--- config.mk ---
export PLATFORM = sky130hd
export DESIGN_NAME = window_mean_variance_filter
export DESIGN_NICKNAME = d
export VERILOG_FILES = /design/src/rtl/core/wmv_pkg.sv /design/src/rtl/core/wmv_ring.sv /design/src/rtl/core/wmv_div.sv /design/src/rtl/core/window_mean_variance_filter.sv
export SDC_FILE = /design/constraint.sdc
export NUM_CORES = 2
export LEC_CHECK = 0
export BUFFER_PORTS_ARGS = -buffer_cell sky130_fd_sc_hd__buf_2
export CORE_AREA = 3 3 289 291
export CTS_CLUSTER_SIZE = 14
export DETAILED_ROUTE_END_ITERATION = 7
export DIE_AREA = 0 0 292 294
export GPL_TIMING_DRIVEN = 0
export PLACE_DENSITY_LB_ADDON = 0.25
export SLEW_MARGIN = 25
export SYNTH_ARGS = -nofsm -noshare
export SYNTH_HDL_FRONTEND = slang
export SYNTH_SLANG_ARGS = --single-unit
--- constraint.sdc ---
create_clock -name clk_i -period 10.61 [get_ports clk_i]
set_input_delay 2.122 -clock clk_i [delete_from_list [all_inputs] [get_ports clk_i]]
set_output_delay 2.122 -clock clk_i [all_outputs]
set_load 0.02 [all_outputs]
--- src/rtl/core/wmv_pkg.sv ---
// wmv_pkg: shared widths, types and helper functions for the window mean/variance filter
// no dependencies; used by wmv_ring, wmv_div and window_mean_variance_filter
package wmv_pkg;

  // sizing of window and samples
  localparam int WindowMax   = 16;
  localparam int SampleBits  = 16;
  localparam int FracBits    = 8;

  // fixed field widths of the ports
  localparam int InFieldBits = 16;
  localparam int LenBits     = 5;
  localparam int MeanOutBits = 24;
  localparam int VarBits     = 38;
  localparam int CfgIdxBits  = 4;
  localparam int CfgDataBits = 8;

  // register indexes of the configuration port
  localparam logic [CfgIdxBits-1:0] RegWindowLength  = CfgIdxBits'(0);
  localparam logic [CfgIdxBits-1:0] RegDifferenceMode = CfgIdxBits'(1);

  // derived widths
  localparam int IdxBits     = (WindowMax > 1) ? $clog2(WindowMax) : 1;
  localparam int CntBits     = $clog2(WindowMax + 1);
  localparam int SumBits     = SampleBits + IdxBits;
  localparam int MeanBits    = SampleBits + FracBits;
  localparam int SqBits      = 2 * MeanBits;
  localparam int AccBits     = SqBits + IdxBits;
  localparam int DivBits     = AccBits - FracBits;
  localparam int DivCntBits  = $clog2(DivBits);
  localparam int ExtBits     = DivBits + VarBits + MeanOutBits;
  localparam int InDataBits  = ((InFieldBits + 7) / 8) * 8;
  localparam int OutDataBits = ((MeanOutBits + VarBits + 7) / 8) * 8;

  // ring write port
  typedef struct packed {
    logic                  en;
    logic [IdxBits-1:0]    addr;
    logic [SampleBits-1:0] data;
  } ring_wr_t;

  // divider request
  typedef struct packed {
    logic               start;
    logic [DivBits-1:0] dividend;
    logic [CntBits-1:0] divisor;
  } div_req_t;

  // window length clamped to 1..WindowMax
  function automatic logic [CntBits-1:0] eff_len(input logic [LenBits-1:0] wl);
    int w;
    w = int'(wl);
    if (w == 0) begin
      return CntBits'(1);
    end else if (w > WindowMax) begin
      return CntBits'(WindowMax);
    end
    return CntBits'(w);
  endfunction

  // clip a quotient to the mean field
  function automatic logic [MeanOutBits-1:0] sat_mean(input logic [DivBits-1:0] q);
    logic [ExtBits-1:0] qx;
    logic [ExtBits-1:0] lim;
    qx  = ExtBits'(q);
    lim = ExtBits'({MeanOutBits{1'b1}});
    return (qx > lim) ? {MeanOutBits{1'b1}} : qx[MeanOutBits-1:0];
  endfunction

  // clip a quotient to the variance field
  function automatic logic [VarBits-1:0] sat_var(input logic [DivBits-1:0] q);
    logic [ExtBits-1:0] qx;
    logic [ExtBits-1:0] lim;
    qx  = ExtBits'(q);
    lim = ExtBits'({VarBits{1'b1}});
    return (qx > lim) ? {VarBits{1'b1}} : qx[VarBits-1:0];
  endfunction

endpackage

--- src/rtl/core/wmv_ring.sv ---
// wmv_ring: window ring memory, one write and one registered read port per cycle
// depends on wmv_pkg; entries not written since the last clear read as zero
module wmv_ring (
  input  logic                           clk_i,
  input  logic                           rst_ni,
  input  logic                           clr_i,
  input  wmv_pkg::ring_wr_t              wr_i,
  input  logic [wmv_pkg::IdxBits-1:0]    rd_addr_i,
  output logic [wmv_pkg::SampleBits-1:0] rd_data_o
);

  logic [wmv_pkg::SampleBits-1:0] mem [wmv_pkg::WindowMax];
  logic [wmv_pkg::WindowMax-1:0]  valid_q;
  logic [wmv_pkg::SampleBits-1:0] rd_data_q;
  logic                           rd_valid_q;

  // storage and registered read
  always_ff @(posedge clk_i) begin
    if (wr_i.en) begin
      mem[wr_i.addr] <= wr_i.data;
    end
    rd_data_q <= mem[rd_addr_i];
  end

  // per-entry valid bits, cleared at reset and on clear
  always_ff @(posedge clk_i or negedge rst_ni) begin
    if (!rst_ni) begin
      valid_q    <= '0;
      rd_valid_q <= 1'b0;
    end else begin
      rd_valid_q <= valid_q[rd_addr_i];
      if (clr_i) begin
        valid_q <= '0;
      end else if (wr_i.en) begin
        valid_q[wr_i.addr] <= 1'b1;
      end
    end
  end

  assign rd_data_o = rd_valid_q ? rd_data_q : '0;

endmodule

--- src/rtl/core/wmv_div.sv ---
// wmv_div: restoring divider, one quotient bit per cycle, shared by mean and variance
// depends on wmv_pkg; done_o pulses for one cycle with the quotient valid
module wmv_div (
  input  logic                        clk_i,
  input  logic                        rst_ni,
  input  wmv_pkg::div_req_t           req_i,
  output logic                        done_o,
  output logic [wmv_pkg::DivBits-1:0] quot_o
);

  logic [wmv_pkg::DivBits-1:0]    quot_q;
  logic [wmv_pkg::CntBits-1:0]    rem_q;
  logic [wmv_pkg::CntBits-1:0]    dsr_q;
  logic [wmv_pkg::DivCntBits-1:0] cnt_q;
  logic                           busy_q;
  logic                           done_q;
  logic [wmv_pkg::CntBits:0]      trial;
  logic [wmv_pkg::CntBits:0]      diff;
  logic                           ge;

  // one trial subtraction
  always_comb begin
    trial = {rem_q, quot_q[wmv_pkg::DivBits-1]};
    diff  = trial - {1'b0, dsr_q};
    ge    = (trial >= {1'b0, dsr_q});
  end

  // datapath, no reset needed
  always_ff @(posedge clk_i) begin
    if (req_i.start) begin
      quot_q <= req_i.dividend;
      rem_q  <= '0;
      dsr_q  <= req_i.divisor;
    end else if (busy_q) begin
      rem_q  <= ge ? diff[wmv_pkg::CntBits-1:0] : trial[wmv_pkg::CntBits-1:0];
      quot_q <= {quot_q[wmv_pkg::DivBits-2:0], ge};
    end
  end

  // bit counter and status
  always_ff @(posedge clk_i or negedge rst_ni) begin
    if (!rst_ni) begin
      cnt_q  <= '0;
      busy_q <= 1'b0;
      done_q <= 1'b0;
    end else begin
      done_q <= 1'b0;
      if (req_i.start) begin
        cnt_q  <= wmv_pkg::DivCntBits'(wmv_pkg::DivBits - 1);
        busy_q <= 1'b1;
      end else if (busy_q) begin
        cnt_q <= cnt_q - 1'b1;
        if (cnt_q == '0) begin
          busy_q <= 1'b0;
          done_q <= 1'b1;
        end
      end
    end
  end

  assign done_o = done_q;
  assign quot_o = quot_q;

endmodule

--- src/rtl/core/window_mean_variance_filter.sv ---
// Sliding-window mean and population variance of an unsigned sample stream. Each sample
// beat (or its absolute difference to the previous sample in difference mode) enters a
// ring of N entries; the result beat carries the mean and the variance, both Q8 and
// truncated. The next sample beat can be taken once the result of the previous one has
// entered the output register. The work per sample, in order of the states idle, update,
// mean division, variance pass, variance division and output:
//   - a 44-bit restoring divider, shared by the mean and the variance, retires one
//     quotient bit per cycle and then raises done, for the mean and for the variance
//   - the squared-deviation pass reads one ring entry per cycle and then drains a
//     three-stage square and accumulate pipeline
//   - the update, output and idle steps are one state each; output waits for a free output register
// The input is not ready while a sample is in work. A finished result waits in the output
// register and the next sample may enter meanwhile. A result that finds the output register
// still full holds the block until that result beat is taken. A write to the window length
// or difference mode register clears ring, sum, position and previous sample.
// depends on wmv_pkg, wmv_ring, wmv_div
module window_mean_variance_filter (
  input  logic                               clk_i,
  input  logic                               rst_ni,
  // configuration write channel
  input  logic                               cfg_valid_i,
  output logic                               cfg_ready_o,
  input  logic [wmv_pkg::CfgIdxBits-1:0]     cfg_index_i,
  input  logic [wmv_pkg::CfgDataBits-1:0]    cfg_data_i,
  // sample stream
  input  logic                               s_axis_tvalid,
  output logic                               s_axis_tready,
  input  logic [wmv_pkg::InDataBits-1:0]     s_axis_tdata,  // [15:0] sample
  // result stream
  output logic                               m_axis_tvalid,
  input  logic                               m_axis_tready,
  output logic [wmv_pkg::OutDataBits-1:0]    m_axis_tdata   // [23:0] mean_q8, [61:24] variance_q8
);

  localparam logic [2:0] StIdle = 3'd0;
  localparam logic [2:0] StUpd  = 3'd1;
  localparam logic [2:0] StMdiv = 3'd2;
  localparam logic [2:0] StVar  = 3'd3;
  localparam logic [2:0] StVdiv = 3'd4;
  localparam logic [2:0] StOut  = 3'd5;

  logic [2:0]                         state_q, state_d;
  logic [wmv_pkg::LenBits-1:0]        wl_q;
  logic                               dm_q;
  logic [wmv_pkg::SampleBits-1:0]     prev_q;
  logic [wmv_pkg::SampleBits-1:0]     v_q;
  logic [wmv_pkg::IdxBits-1:0]        pos_q;
  logic [wmv_pkg::SumBits-1:0]        sum_q;
  logic [wmv_pkg::MeanOutBits-1:0]    mean_q;
  logic [wmv_pkg::VarBits-1:0]        var_q;
  logic [wmv_pkg::CntBits-1:0]        iss_q;
  logic                               p1_q, dv_q, sv_q;
  logic [wmv_pkg::MeanBits-1:0]       d_q;
  logic [wmv_pkg::SqBits-1:0]         sq_q;
  logic [wmv_pkg::AccBits-1:0]        acc_q;
  logic [wmv_pkg::MeanOutBits-1:0]    mean_out_q;
  logic [wmv_pkg::VarBits-1:0]        var_out_q;
  logic                               out_valid_q;

  logic [wmv_pkg::CntBits-1:0]        n;
  logic [wmv_pkg::SampleBits-1:0]     s;
  logic [wmv_pkg::SampleBits-1:0]     v;
  logic [wmv_pkg::IdxBits-1:0]        pos_eff;
  logic [wmv_pkg::CntBits-1:0]        pos_inc;
  logic [wmv_pkg::SumBits-1:0]        sum_new;
  logic [wmv_pkg::MeanBits-1:0]       e;
  logic [wmv_pkg::MeanBits-1:0]       mean_x;
  logic                               issue;
  logic                               var_done;
  logic                               in_acc;
  logic                               cfg_acc;
  logic                               clr;
  logic                               out_free;
  wmv_pkg::ring_wr_t                  ring_wr;
  logic [wmv_pkg::IdxBits-1:0]        rd_addr;
  logic [wmv_pkg::SampleBits-1:0]     rd_data;
  wmv_pkg::div_req_t                  div_req;
  logic                               div_done;
  logic [wmv_pkg::DivBits-1:0]        div_quot;

  // handshakes; a pending config write goes first
  assign cfg_ready_o   = (state_q == StIdle);
  assign s_axis_tready = (state_q == StIdle) && !cfg_valid_i;
  assign cfg_acc       = cfg_valid_i && cfg_ready_o;
  assign in_acc        = s_axis_tvalid && s_axis_tready;
  assign clr           = cfg_acc && ((cfg_index_i == wmv_pkg::RegWindowLength) ||
                                     (cfg_index_i == wmv_pkg::RegDifferenceMode));
  assign out_free      = !out_valid_q || m_axis_tready;

  // window value of the incoming sample
  always_comb begin
    n = wmv_pkg::eff_len(wl_q);
    s = wmv_pkg::SampleBits'(s_axis_tdata[wmv_pkg::InFieldBits-1:0]);
    if (dm_q) begin
      v = (s >= prev_q) ? (s - prev_q) : (prev_q - s);
    end else begin
      v = s;
    end
    pos_eff = (wmv_pkg::CntBits'(pos_q) >= n) ? '0 : pos_q;
    pos_inc = wmv_pkg::CntBits'(pos_q) + 1'b1;
    sum_new = sum_q - wmv_pkg::SumBits'(rd_data) + wmv_pkg::SumBits'(v_q);
  end

  // variance pass control
  assign issue    = (state_q == StVar) && (iss_q < n);
  assign var_done = (state_q == StVar) && (iss_q == n) && !p1_q && !dv_q && !sv_q;

  // deviation of the entry read last cycle
  always_comb begin
    e      = {rd_data, {wmv_pkg::FracBits{1'b0}}};
    mean_x = wmv_pkg::MeanBits'(mean_q);
  end

  // ring access
  always_comb begin
    ring_wr.en   = (state_q == StUpd);
    ring_wr.addr = pos_q;
    ring_wr.data = v_q;
    rd_addr      = (state_q == StVar) ? iss_q[wmv_pkg::IdxBits-1:0] : pos_eff;
  end

  // divider requests
  always_comb begin
    div_req.start    = 1'b0;
    div_req.dividend = '0;
    div_req.divisor  = n;
    if (state_q == StUpd) begin
      div_req.start    = 1'b1;
      div_req.dividend = wmv_pkg::DivBits'({sum_new, {wmv_pkg::FracBits{1'b0}}});
    end else if (var_done) begin
      div_req.start    = 1'b1;
      div_req.dividend = acc_q[wmv_pkg::AccBits-1:wmv_pkg::FracBits];
    end
  end

  // sequencer
  always_comb begin
    state_d = state_q;
    unique case (state_q)
      StIdle:  if (in_acc) state_d = StUpd;
      StUpd:   state_d = StMdiv;
      StMdiv:  if (div_done) state_d = StVar;
      StVar:   if (var_done) state_d = StVdiv;
      StVdiv:  if (div_done) state_d = StOut;
      StOut:   if (out_free) state_d = StIdle;
      default: state_d = StIdle;
    endcase
  end

  // control and window state
  always_ff @(posedge clk_i or negedge rst_ni) begin
    if (!rst_ni) begin
      state_q     <= StIdle;
      wl_q        <= wmv_pkg::LenBits'(10);
      dm_q        <= 1'b0;
      prev_q      <= '0;
      pos_q       <= '0;
      sum_q       <= '0;
      iss_q       <= '0;
      p1_q        <= 1'b0;
      dv_q        <= 1'b0;
      sv_q        <= 1'b0;
      out_valid_q <= 1'b0;
    end else begin
      state_q <= state_d;
      p1_q    <= issue;
      dv_q    <= p1_q;
      sv_q    <= dv_q;
      // register writes clear the window
      if (cfg_acc && (cfg_index_i == wmv_pkg::RegWindowLength)) begin
        wl_q <= cfg_data_i[wmv_pkg::LenBits-1:0];
      end
      if (cfg_acc && (cfg_index_i == wmv_pkg::RegDifferenceMode)) begin
        dm_q <= cfg_data_i[0];
      end
      if (clr) begin
        prev_q <= '0;
        pos_q  <= '0;
        sum_q  <= '0;
      end else if (in_acc) begin
        prev_q <= s;
        pos_q  <= pos_eff;
      end else if (state_q == StUpd) begin
        sum_q <= sum_new;
        pos_q <= (pos_inc >= n) ? '0 : pos_inc[wmv_pkg::IdxBits-1:0];
      end
      // entry read counter
      if (state_q == StMdiv) begin
        iss_q <= '0;
      end else if (issue) begin
        iss_q <= iss_q + 1'b1;
      end
      // output register
      if (state_q == StOut && out_free) begin
        out_valid_q <= 1'b1;
      end else if (m_axis_tready) begin
        out_valid_q <= 1'b0;
      end
    end
  end

  // payload registers
  always_ff @(posedge clk_i) begin
    if (in_acc) begin
      v_q <= v;
    end
    if (state_q == StMdiv && div_done) begin
      mean_q <= wmv_pkg::sat_mean(div_quot);
      acc_q  <= '0;
    end else if (sv_q) begin
      acc_q <= acc_q + wmv_pkg::AccBits'(sq_q);
    end
    if (p1_q) begin
      d_q <= (e >= mean_x) ? (e - mean_x) : (mean_x - e);
    end
    if (dv_q) begin
      sq_q <= d_q * d_q;
    end
    if (state_q == StVdiv && div_done) begin
      var_q <= wmv_pkg::sat_var(div_quot);
    end
    if (state_q == StOut && out_free) begin
      mean_out_q <= mean_q;
      var_out_q  <= var_q;
    end
  end

  assign m_axis_tvalid = out_valid_q;
  assign m_axis_tdata  = wmv_pkg::OutDataBits'({var_out_q, mean_out_q});

  wmv_ring u_ring (
    .clk_i     (clk_i),
    .rst_ni    (rst_ni),
    .clr_i     (clr),
    .wr_i      (ring_wr),
    .rd_addr_i (rd_addr),
    .rd_data_o (rd_data)
  );

  wmv_div u_div (
    .clk_i  (clk_i),
    .rst_ni (rst_ni),
    .req_i  (div_req),
    .done_o (div_done),
    .quot_o (div_quot)
  );

endmodule
==> Word-level counts from Yosys, hierarchy flattened <==
Memory sizes are Yosys's and may differ from the RTL's. A register that Yosys moved wholly into a read port is not among the register bits.
Index checks and enable logic that the tools add are counted.
{ "op_classes": {"bitwise_logic": 1, "eq_ne": 13, "n_mul": 1, "n_lt_le_gt_ge": 12, "mux": 51, "addsub": 11, "n_reduce_logical": 34} }
{ "ops": {"columns": ["cell", "n"], "rows": [
  ["two-way mux 16 bit", 7],
  ["two-way mux 45 bit", 2],
  ["two-way mux 44 bit", 2],
  ["two-way mux 20 bit", 3],
  ["adder 52 x 48 -> 52 bit", 1],
  ["multiplier 24 x 24 -> 48 bit", 1],
  ["subtractor 24 bit", 2],
  ["> comparator 44 x 24 -> 1 bit (second input constant)", 1],
  ["> comparator 44 x 38 -> 1 bit (second input constant)", 1],
  ["subtractor 16 bit", 2],
  ["two-way mux 5 bit", 6],
  ["greater-or-equal comparator 24 bit", 1],
  ["two-way mux 24 bit", 1],
  ["two-way mux 4 bit", 6],
  ["adder 20 x 16 -> 20 bit", 1],
  ["subtractor 20 x 16 -> 20 bit", 1],
  ["one-hot mux 3 bit (6 select lines)", 1],
  ["greater-or-equal comparator 16 bit", 1],
  ["OR 16 bit", 1],
  ["logical AND 1 bit", 15],
  ["two-way mux 3 bit", 5],
  ["two-way mux 1 bit", 14],
  ["two-way mux 6 bit", 2],
  ["less-than comparator 4 x 5 -> 1 bit (second input constant)", 2],
  ["29 further kinds", 44]
]} }
{ "word_totals": {"wordCells": 151, "input_bits": 33, "ramBits": 256, "n_memories": 1, "ff_bits": 401, "output_inout_bits": 67} }
{ "memory_table": {"columns": ["name", "words", "width", "read_ports", "rd_ports_with_merged_regs", "wr", "line", "source"], "rows": [
  ["u_ring.mem", 16, 16, 1, 1, 1, "wmv_ring.sv:12", "logic [wmv_pkg::SampleBits-1:0] mem [wmv_pkg::WindowMax];"]
]} }

==> Depth between registers and ports, before layout <==
{ "logic_depth": {"word_depth": 12, "mapped_depth": 29, "mapped_depth_nobuf": 27} }

==> Cells and area by module <==
From an unflattened synthesis, not the netlist that was laid out.
{ "unflattened": {"hier_cells": 4432, "area_unflattened_um2": 49523.7} }
{ "by_module_without_submodules": {"columns": ["mod", "n_inst", "cells_per_inst", "seq_area_each_um2", "area_per_inst_um2"], "rows": [
  ["window_mean_variance_filter", 1, 3721, 8831.0, 35819.4],
  ["wmv_ring", 1, 518, 8433.1, 10879.2],
  ["wmv_div", 1, 193, 1771.7, 2825.2]
]} }

==> Worst setup path before layout <==
Ideal clock, no wire load.
{ "synth_timing": {"path_kind": "register to register", "start": "reg d_q[3] (netlist name)", "end": "reg sq_q[39] (netlist name) (data pin)", "slack_ps": 3675, "required_ps": 10352, "setup_ps": 258, "path_stages_with_launch": 25, "path_buffers": 2, "synth_period_minus_slack_ps": 6935, "arrival_time_ps": 6676, "cell_sequence": "edfxtp_1 clkbuf_1 nand2_1 fa_1 inv_1 fa_1 fa_1 fa_1 fa_1 fa_1 inv_1 fa_1 inv_1 ha_1 clkbuf_1 a21oi_1 nor2_1 a211oi_1 nand2_1 o2111ai_1 a21oi_1 o32ai_1 o21bai_1 a21oi_1 xnor2_1"} }
{ "synth_between": {"elab_chain_cells": 1} }
{ "synth_rtl": {"columns": ["item", "line", "source"], "rows": [
  ["start: declaration", "window_mean_variance_filter.sv:53", "logic [wmv_pkg::MeanBits-1:0] d_q;"],
  ["start signal: assignment", "window_mean_variance_filter.sv:214", "d_q <= (e >= mean_x) ? (e - mean_x) : (mean_x - e);"],
  ["multiplier 24 x 24 -> 48 bit", "window_mean_variance_filter.sv:217", "sq_q <= d_q * d_q;"],
  ["end signal: assignment", "window_mean_variance_filter.sv:217", null],
  ["end: declaration", "window_mean_variance_filter.sv:54", "logic [wmv_pkg::SqBits-1:0] sq_q;"]
]} }
Every way passes these cells.
A chain may end at the register's enable or synchronous reset.

==> Final worst setup path <==
{ "layout_timing": {"start": "reg d_q[11] (netlist name)", "end": "reg sq_q[45] (netlist name) (data pin)"} }
Same word-level chain as after synthesis.

==> flow_metrics.env <==
export IMPL_crit_arrival_ns=9.23
export IMPL_mostFrequentLayoutCell="sky130_fd_sc_hd__inv_1"
export IMPL_final_setup_tns_ns=0
export IMPL_synth_cells=4407
export IMPL_setup_violations=0
export IMPL_io_pin_count=100
export IMPL_grt_total_usage=0.309
export IMPL_cts_root_to_sink_buffers=3
export IMPL_root_buffer="sky130_fd_sc_hd__clkbuf_16"
export IMPL_maxClockFrequency_mhz=113
export IMPL_crit_type="flop to flop"
export IMPL_detailed_place_area_mm2=0.0510
export IMPL_clk_transition_reported_paths_ns=0.07
export IMPL_first_global_vias=34524
export IMPL_fillers=6112
export IMPL_critical_path_endpoint_type="flop"
export IMPL_critical_path_max_stage_delay_ns=0.90
export IMPL_ctsResizeCount=0
export IMPL_dp_hpwl_mm=98.0
export IMPL_timing_slew_headroom=0.252
export IMPL_cp_required_ns=11.01
export IMPL_gp_routability_congestion=0.982
export IMPL_timing_max_transition_violations_final=0
export IMPL_crit_path_top_delay_cell="sky130_fd_sc_hd__clkbuf_1"
export IMPL_post_cts_setup_buffer_count=0
export IMPL_drt_iter0_markers=3385
export IMPL_run_status="completed"
export IMPL_synth_seq_area_share=0.391
export IMPL_drt_wirelength_per_cell_um=22.7
export IMPL_synth_distinct_cells=90
export IMPL_finalCritPeriodShare=0.833
export IMPL_final_cell_mix="811 x sky130_fd_sc_hd__inv_1, 516 x sky130_fd_sc_hd__edfxtp_1, 453 x sky130_fd_sc_hd__fa_1"
export IMPL_use_met2=0.460
export IMPL_hold_viol=0
export IMPL_cp_num_buf_inv=6
export IMPL_worstSetupStartpointType="flop"
export IMPL_route_detailed_vias_per_inst=5.92
export IMPL_drt_pass1_iter_count=6
export IMPL_route_final_wire_length_mm=130
export IMPL_cp_max_fo=10
export IMPL_worst_hold_margin_ns=0.412
export IMPL_globalRoute_busiestLayer="met2"
export IMPL_congestion_overflow_gr=0
export IMPL_synth_area_mm2=0.0487
export IMPL_max_cap_viol_count=0
export IMPL_cts_tree="yes"
export IMPL_die_y_extent_um=294
export IMPL_num_vias=33884
export IMPL_clk_insertion_delay_late_ns=0.63
export IMPL_yosysWarnings=0
export IMPL_fin_area_mm2=0.0533
export IMPL_floorplan_die_width_um=292
export IMPL_critical_path_top_delay_family="adder cells"
export IMPL_grt_start_max_net_pins=57
export IMPL_gr_layer_usage_met3=0.0759
export IMPL_ys_async_sr_fraction=0.124
export IMPL_postSynthRegisterBits=672
export IMPL_num_nets_final=5419
export IMPL_cts_htree_levels=3
export IMPL_cts_sinks=672
export IMPL_grt_antenna_before_repair=3
export IMPL_syn_mean_instance_area_um2=11.1
export IMPL_fp_row_count=104
export IMPL_rsz0062_at_grt="no"
export IMPL_post_route_cells_drive_above_1_share=0.0938
export IMPL_detail_route_drc_violations=0
export IMPL_finalCriticalPeriod_ns=8.84
export IMPL_place_port_buffers=94
export IMPL_seq_area_mm2=0.0190
export IMPL_wire_length_of_the_first_global_routing_pass_mm=201
export IMPL_coreArea_mm2=0.0808
export IMPL_area_growth_syn_to_layout_pct=9.39
export IMPL_design_die_area_mm2=0.0858
export IMPL_yosys_most_used_dff="sky130_fd_sc_hd__edfxtp_1"
export IMPL_worstHoldPathType="flop to flop"
export IMPL_global_route_usage_met1=0.443
export IMPL_initial_utilization=0.603
export IMPL_hold_buffers=0
export IMPL_ant_nets=0
export IMPL_skew_ns=0.0390
export IMPL_multi_input_gate_area_mm2=0.0261
export IMPL_tritoncts_num_buffers=72
export IMPL_tightestPinTransition_ns=1.12
export IMPL_path_common_cell="sky130_fd_sc_hd__fa_1"
export IMPL_synth_edf_count=516
==> final timing paths <==
path / startpoint / end / slack (ns) / cells after the start
hold reg to reg: var_q[9]$_SDFFCE_PN1P_ / var_out_q[9]$_DFFE_PP_ / 0.41 / 0
max in group asynchronous: rst_ni / wl_q[1]$_DFFE_PN1P_ / 8.58 / 2
min in group asynchronous: rst_ni / prev_q[11]$_DFFE_PN0P_ / 1.36 / 1
hold / removal: var_q[9]$_SDFFCE_PN1P_ / var_out_q[9]$_DFFE_PP_ / 0.41 / 0
setup / recovery: d_q[11]$_DFFE_PP_ / sq_q[45]$_DFFE_PP_ / 1.77 / 25
setup reg to reg: d_q[11]$_DFFE_PP_ / sq_q[45]$_DFFE_PP_ / 1.77 / 25
==> Yosys cell counts, types with 5 or more instances <==
cell                       number  area share
sky130_fd_sc_hd__inv_1        811       0.062
sky130_fd_sc_hd__edfxtp_1     516        0.32
sky130_fd_sc_hd__fa_1         453        0.19
sky130_fd_sc_hd__nand2_1      381       0.029
sky130_fd_sc_hd__ha_1         328       0.084
sky130_fd_sc_hd__nor2_1       204       0.016
sky130_fd_sc_hd__a21oi_1      191       0.020
sky130_fd_sc_hd__and2_1       125       0.016
sky130_fd_sc_hd__clkbuf_1     124      0.0096
sky130_fd_sc_hd__o21ai_0      111       0.011
sky130_fd_sc_hd__xnor2_1      101       0.018
sky130_fd_sc_hd__a21o_1        85       0.013
sky130_fd_sc_hd__dfrtp_1       81       0.042
sky130_fd_sc_hd__nand3_1       75      0.0077
sky130_fd_sc_hd__dfxtp_1       73       0.030
sky130_fd_sc_hd__mux4_2        68       0.031
sky130_fd_sc_hd__xor2_1        56       0.010
sky130_fd_sc_hd__mux2i_1       51       0.010
sky130_fd_sc_hd__or2_2         47      0.0060
sky130_fd_sc_hd__a22oi_1       39      0.0060
sky130_fd_sc_hd__nor3_1        38      0.0039
sky130_fd_sc_hd__or3_1         35      0.0045
sky130_fd_sc_hd__a211oi_1      31      0.0048
sky130_fd_sc_hd__nor2b_1       29      0.0037
sky130_fd_sc_hd__o21bai_1      27      0.0042
sky130_fd_sc_hd__nand2b_1      26      0.0033
sky130_fd_sc_hd__nand4_1       22      0.0028
sky130_fd_sc_hd__and3_1        20      0.0026
sky130_fd_sc_hd__a31oi_1       18      0.0023
sky130_fd_sc_hd__buf_2         18      0.0018
sky130_fd_sc_hd__a22o_1        17      0.0031
sky130_fd_sc_hd__o31ai_1       17      0.0026
sky130_fd_sc_hd__mux2_2        15      0.0035
sky130_fd_sc_hd__o21a_1        15      0.0023
sky130_fd_sc_hd__o211ai_1      10      0.0015
sky130_fd_sc_hd__o22ai_1       10      0.0013
sky130_fd_sc_hd__buf_1          9     0.00069
sky130_fd_sc_hd__nor4_1         8      0.0010
sky130_fd_sc_hd__o21ai_1        8     0.00082
sky130_fd_sc_hd__a211o_1        7      0.0013
sky130_fd_sc_hd__a221oi_1       7      0.0013
sky130_fd_sc_hd__buf_4          7      0.0011
sky130_fd_sc_hd__and4_1         6      0.0011
sky130_fd_sc_hd__a311oi_1       5     0.00090
==> kinds of logic (layout without fill, tap and decap cells) <==
family                     count (synthesis)  count (layout)  synth area share
AOI/OAI and AO/OA                        655             655            0.0880
DFF                                      672             672             0.391
xor gates and xnor gates                 157             157            0.0282
adders and majority gates                781             781             0.270
other                                      1               7         0.0000770
muxes                                    134             134            0.0454
and+or+nand+nor                         1035            1035             0.101
buffers and inverters                    972            1225            0.0760
==> layout make-up <==
cell class,count,area share
multi-input combinational,2764,0.490
tap,1060,0.0249
clock buffer,94,0.0365
buffer,159,0.0123
clock inverter,36,0.00615
inverter,813,0.0572
antenna,5,0.000235
timing repair buffer,123,0.0157
sequential,672,0.357
==> through the flow <==
stage | std cells | setup slack, ns | util
final | 5726 | 1.77 | 0.660
after global routing | 5721 | 1.48 | 0.660
after CTS | 5721 | 1.93 | 0.659
after detailed placement | 5591 | 1.98 | 0.631
after global placement | 5562 | 2.06 | 0.625
after floorplan | 4408 | 3.68 | -
==> flip-flops by register name, summed over array words and instances (netlist names), 6 cells and up <==
| signal | flops |
|---|---|
| acc_q | 52 |
| d_q | 24 |
| mean_out_q | 24 |
| mean_q | 24 |
| prev_q | 16 |
| sq_q | 47 |
| sum_q | 20 |
| u_div.cnt_q | 6 |
| u_div.quot_o | 44 |
| u_ring.mem | 256 |
| u_ring.rd_data_q | 16 |
| u_ring.valid_q | 16 |
| v_q | 16 |
| var_out_q | 38 |
| var_q | 38 |
==> routing by layer <==
metal,up-vias,share of wire
met3,327,0.11
met1,16672,0.42
met4,0,0.041
met5,-,0
met2,1805,0.43
li1,15080,-
Power is not shown: default switching activity piles up to over one toggle a cycle in this logic, so the estimate is an artifact.
